## src/hw/rtl/ptws_ram.sv

```systemverilog
// ----------------------------------------------------------------------------
// ptws_ram: generic simple dual-port RAM
// One write port, one read port, read data registered.
// ----------------------------------------------------------------------------
`default_nettype none

module ptws_ram #(
	parameter int WIDTH = 8,
	parameter int DEPTH = 256
) (
	input  wire logic                     clk,
	input  wire logic                     we,
	input  wire logic [$clog2(DEPTH)-1:0] waddr,
	input  wire logic [WIDTH-1:0]         wdata,
	input  wire logic [$clog2(DEPTH)-1:0] raddr,
	output logic      [WIDTH-1:0]         rdata
);

	logic [WIDTH-1:0] mem [DEPTH];

	// write and registered read
	always_ff @(posedge clk) begin
		if (we) begin
			mem[waddr] <= wdata;
		end
		rdata <= mem[raddr];
	end

endmodule

`default_nettype wire

```

## config.mk

```make
export PLATFORM = sky130hd
export DESIGN_NAME = ptws_ram
export DESIGN_NICKNAME = d
export VERILOG_FILES = /design/src/hw/rtl/ptws_ram.sv
export SDC_FILE = /design/constraint.sdc
export NUM_CORES = 2
export LEC_CHECK = 0
export BUFFER_PORTS_ARGS = -buffer_cell sky130_fd_sc_hd__buf_2
export CORE_ASPECT_RATIO = 2
export CORE_MARGIN = 3
export CORE_UTILIZATION = 51
export DETAILED_ROUTE_END_ITERATION = 10
export GPL_TIMING_DRIVEN = 0
export PLACE_DENSITY = 0.69
export SYNTH_ARGS = -nofsm -noshare
export SYNTH_HDL_FRONTEND = slang
export SYNTH_SLANG_ARGS = --single-unit
```

## constraint.sdc

```tcl
create_clock -name clk -period 2.6 [get_ports clk]
set_clock_uncertainty 0.1 [all_clocks]
set_input_delay 0.52 -clock clk [delete_from_list [all_inputs] [get_ports clk]]
set_output_delay 0.52 -clock clk [all_outputs]
set_load 0.02 [all_outputs]
```

-- After elaboration in Yosys (flattened, before gate mapping)
Memories as Yosys holds them, arrays and structs flattened. A register that Yosys moved wholly into a read port is not among the register bits.
Cells that the tools add are included.
Widths: inputs -> output; s select.
- div/mod/pow operators: 0
- multiply operators: 0
- equal/unequal tests: 0
- magnitude comparators: 0
- bitwise logic cells: 0
- multiplexer cells: 2
- shift operators: 0
- reduce and logical (&&, ||, !) cells: 0
- $add $sub $neg: 0
- operators with widths (cell ; number):
    $mux 1 ; 2
- input bits: 26
- bits in writable memories: 2048
- logic and storage cells: 3
- memories: 1
- register bits: 0
- latch bits: 0
- ROM bits: 0
- output and inout bits: 8
- memories (memory ; words ; width ; read ports ; clocked after Yosys merged registers in ; write ports ; RTL line ; RTL):
    mem ; 256 ; 8 ; 1 ; 1 ; 1 ; 19 ; logic [WIDTH-1:0] mem [DEPTH];

-- Logic depth before layout (Yosys ltp)
- depth after elaboration: 2
- mapped depth: 11
- depth with buffers taken out: 6

-- Least setup slack after synthesis
Ideal clock, no wire load.
- path kind: input port to flip-flop
- start point: input raddr[0]
- end point: register rdata[2], read port of mem
- data required time: 2369 ps
- stages on the path: 9
- setup slack: 42 ps
- arrival time: 2327 ps
- setup time: 131 ps
- buffers on the path: 4
- cells stage by stage: buf_6 -> buf_12 -> buf_8 -> buf_2 -> mux4_2 -> a22oi_1 -> a21oi_1 -> nor4_1 -> nor4_2
- RTL lines (what ; RTL line ; RTL):
    start: declaration ; 15 ; input wire logic [$clog2(DEPTH)-1:0] raddr,
    end: declaration ; 16 ; output logic [WIDTH-1:0] rdata

-- Worst setup path in the final report
- start point: input waddr[5]
- end point: memory mem[102][2] (enable)
- RTL lines (what ; RTL line ; RTL):
    start: declaration ; 13 ; input wire logic [$clog2(DEPTH)-1:0] waddr,
    end: declaration ; 19 ;
No word-level cell before the write port.

==> results_dict.tcl <==
set metrics [dict create \
    grt_max_degree 165 \
    cp.arrival_ps 3190 \
    drc_errors 2 \
    cts_tree "done" \
    drtPass1Iterations 11 \
    drv_cap 0 \
    synth_nets 3759 \
    place_ws_ps -3005 \
    grt_pass1_wl_mm 332.2 \
    start_util_pct 51.43 \
    h-tree-depth 4 \
    met3_usage_pct 5.284 \
    synth_area_mm2 0.07956 \
    hpwlAfterDp_mm 167.1 \
    path_class "input pin to flip-flop" \
    synth-async-reset-ratio_pct 0 \
    grt_use_met1_pct 32.42 \
    post-route-min-period_ps 2834 \
    synth_edf_count 2048 \
    area_growth_pct 14.32 \
    endpoint_kind "flip-flop" \
    critical_path.max_stage_delay_ps 660 \
    cts-buffers-inserted 170 \
    ios 34 \
    fin_area_mm2 0.09095 \
    tns_ps -41510 \
    path_buf_inv 2 \
    overflow 0 \
    synth_cell_types 55 \
    hold_violations 0 \
    rsz0062_at_grt "true" \
    gr-usage-met2_pct 52.12 \
    synthTopCellsByArea "edfxtp_1 (77%), mux4_2 (13%), mux2i_1 (1.7%)" \
    outcome "finished with violations" \
    cts_sinks 2056 \
    clock_path_buffers 4 \
    path_delay_family "simple AND/OR/NAND/NOR gates" \
    die_area_mm2 0.1611 \
    worst_slack_ps -233.9 \
    slowest_stage "nor2_2" \
    clock_latency_ps 850 \
    critPathRequiredTime_ps 2950 \
    min-delay-path-class "input pin to flip-flop" \
    ys_seq_area_share_pct 77.50 \
    die_x_um 285.3 \
    period_share_pct 109.0 \
    antenna_found_initial 14 \
    netlist_instances 3733 \
    wl_per_cell_um 39.64 \
    synth_top_area_cell "edfxtp_1" \
    startpoint_type "input pin" \
    tightest_slew_ps 1294 \
    power_density_mw_per_mm2 728.5 \
    relSlewSlack_pct 13.76 \
    max_freq_ghz 0.3529 \
    dpl-instance-area_mm2 0.08264 \
    p_leak_nw 27.68 \
    drive_gt1_share_pct 31.00 \
    crit_fanout 10 \
    finalMaxSlewViolations 0 \
    fp.dieH_um 564.6 \
    nets 4015 \
    core_mm2 0.1547 \
    portBuffers 26 \
    globalplace.congestion 1.014 \
    layout_common_cells "edfxtp_1 (2,048), mux4_2 (454), clkbuf_16 (174)" \
    grt_usage_pct 30.44 \
    clk_pin_slew_worst_paths_ps 70 \
    busiest_layer "met2" \
    avgSynthCellArea_um2 21.31 \
    drt-total-wl_mm 245.1 \
    final_common_cell "edfxtp_1" \
    cts_root_buffer "clkbuf_16" \
    synth_ff_type "edfxtp_1" \
    finalSetupViolations 499 \
    worstPathCellList "buf_2 > nor2b_2 > nand2_1 > clkbuf_1 > nor2_2" \
    synth_top_area_share_pct 77.30 \
    vias_per_cell 6.680 \
    rows 204 \
    peakVddDrop_mv 0.6909 \
    violations "DRC, setup timing" \
    drt_iter0_drc 5270 \
    ys_seq_elements 2056 \
    yosys_warnings 0 \
    grt_pass1_vias 41653 \
    via_count 41300 \
    ant_nets 0 \
]
## sequential cells by signal, summed over array words and instances, names as in the netlist
| register | flops |
|---|---|
| mem | 2048 |
| rdata | 8 |
## cell usage after synthesis (2+ instances only)
library cell / count
nor3_1: 22
nand3_1: 34
and3b_1: 2
buf_1: 22
buf_8: 13
nand2b_1: 8
a221oi_1: 13
edfxtp_1: 2048
or2_2: 4
a211oi_1: 16
nor4_1: 24
nand2_1: 33
nor4_2: 3
nor2b_1: 31
o32ai_1: 4
buf_4: 27
o21ai_1: 2
o22ai_1: 28
dfxtp_1: 8
nor2_1: 282
a22o_1: 8
a2111oi_0: 2
buf_6: 21
o21ai_0: 10
a311oi_1: 2
buf_2: 31
mux4_2: 454
o22a_1: 5
and2_1: 6
mux4_1: 2
nand3b_1: 2
a31oi_1: 2
o211ai_1: 10
mux2i_1: 134
nand4_1: 10
a2111oi_1: 2
clkbuf_1: 111
o221ai_1: 46
buf_12: 8
a21oi_1: 96
a22oi_1: 133
## stage by stage
stage                     util [%]  power, mW  cells  hold slack, ps
after floorplan                  -      39.07   3733           518.9
after global placement       53.18      41.12   5819           841.2
after detailed placement     53.43      41.12   5831           836.7
after CTS                    58.27      66.09   6156           91.64
after global routing         58.78      67.43   6175           113.9
final                        58.80      66.26   6183           79.37
## worst paths after layout
kind,slack (ps),start,cells past startpoint,to
worst max register to register,20,mem[136][2],6,rdata[2]
worst min-delay path,80,wdata[3],1,mem[70][3]
worst max-delay path,-230,waddr[5],5,mem[102][2]
worst min register to register,1130,mem[50][0],5,rdata[0]
## power by group
part | leakage (nW) | switching [mW] | internal, mW
registers | 18.5 | 0.0228 | 36.5
clock network | 2.57 | 11.7 | 13.7
logic | 6.63 | 2.99 | 1.41
## metal layers
metal  wire length, um  share of wire, %
met2            125300                51
met4             26160                11
met3             19880               8.1
met5               110             0.045
met1             73690                30
## kinds of logic (layout without fill, tap and decap cells)
logic type	count (synthesis)	in the layout	share of synthesized area [%]
AO/OA/AOI/OAI	385	385	3.419
other	0	10	0
AND/OR/NAND/NOR	466	466	2.628
flip-flops	2056	2056	77.50
buffers and inverters	235	615	1.831
multiplexers	591	591	14.62
## worst register-to-register path: stages, from the launching register on
cell,delay (ps)
edfxtp_1,370
mux4_2,520
mux4_2,520
nor2_1,280
a2111oi_2,130
nor3_2,360
nor4_4,130
## final cells by class
class | instances | area (um2)
diodes | 10 | 25.02
plain buffers | 231 | 2130
clock buffers | 206 | 4463
clock inverters | 90 | 824.5
fillers | 11010 | 63730
inverters | 2 | 8.758
multi-input cells | 1442 | 18430
flip-flops and latches | 2056 | 61660
well taps | 2060 | 2577
repair buffers | 86 | 833.3
## repair_timing
| action | in CTS | in global routing |
|---|---|---|
| endpoints found under the setup margin | 1611 | 1246 |
| pin swaps | 41 | 24 |
| resized for setup | 565 | 160 |
| setup buffers | 30 | 18 |
| hold buffers | 0 | 0 |
Note: power is estimated with default switching activity, not from simulation.
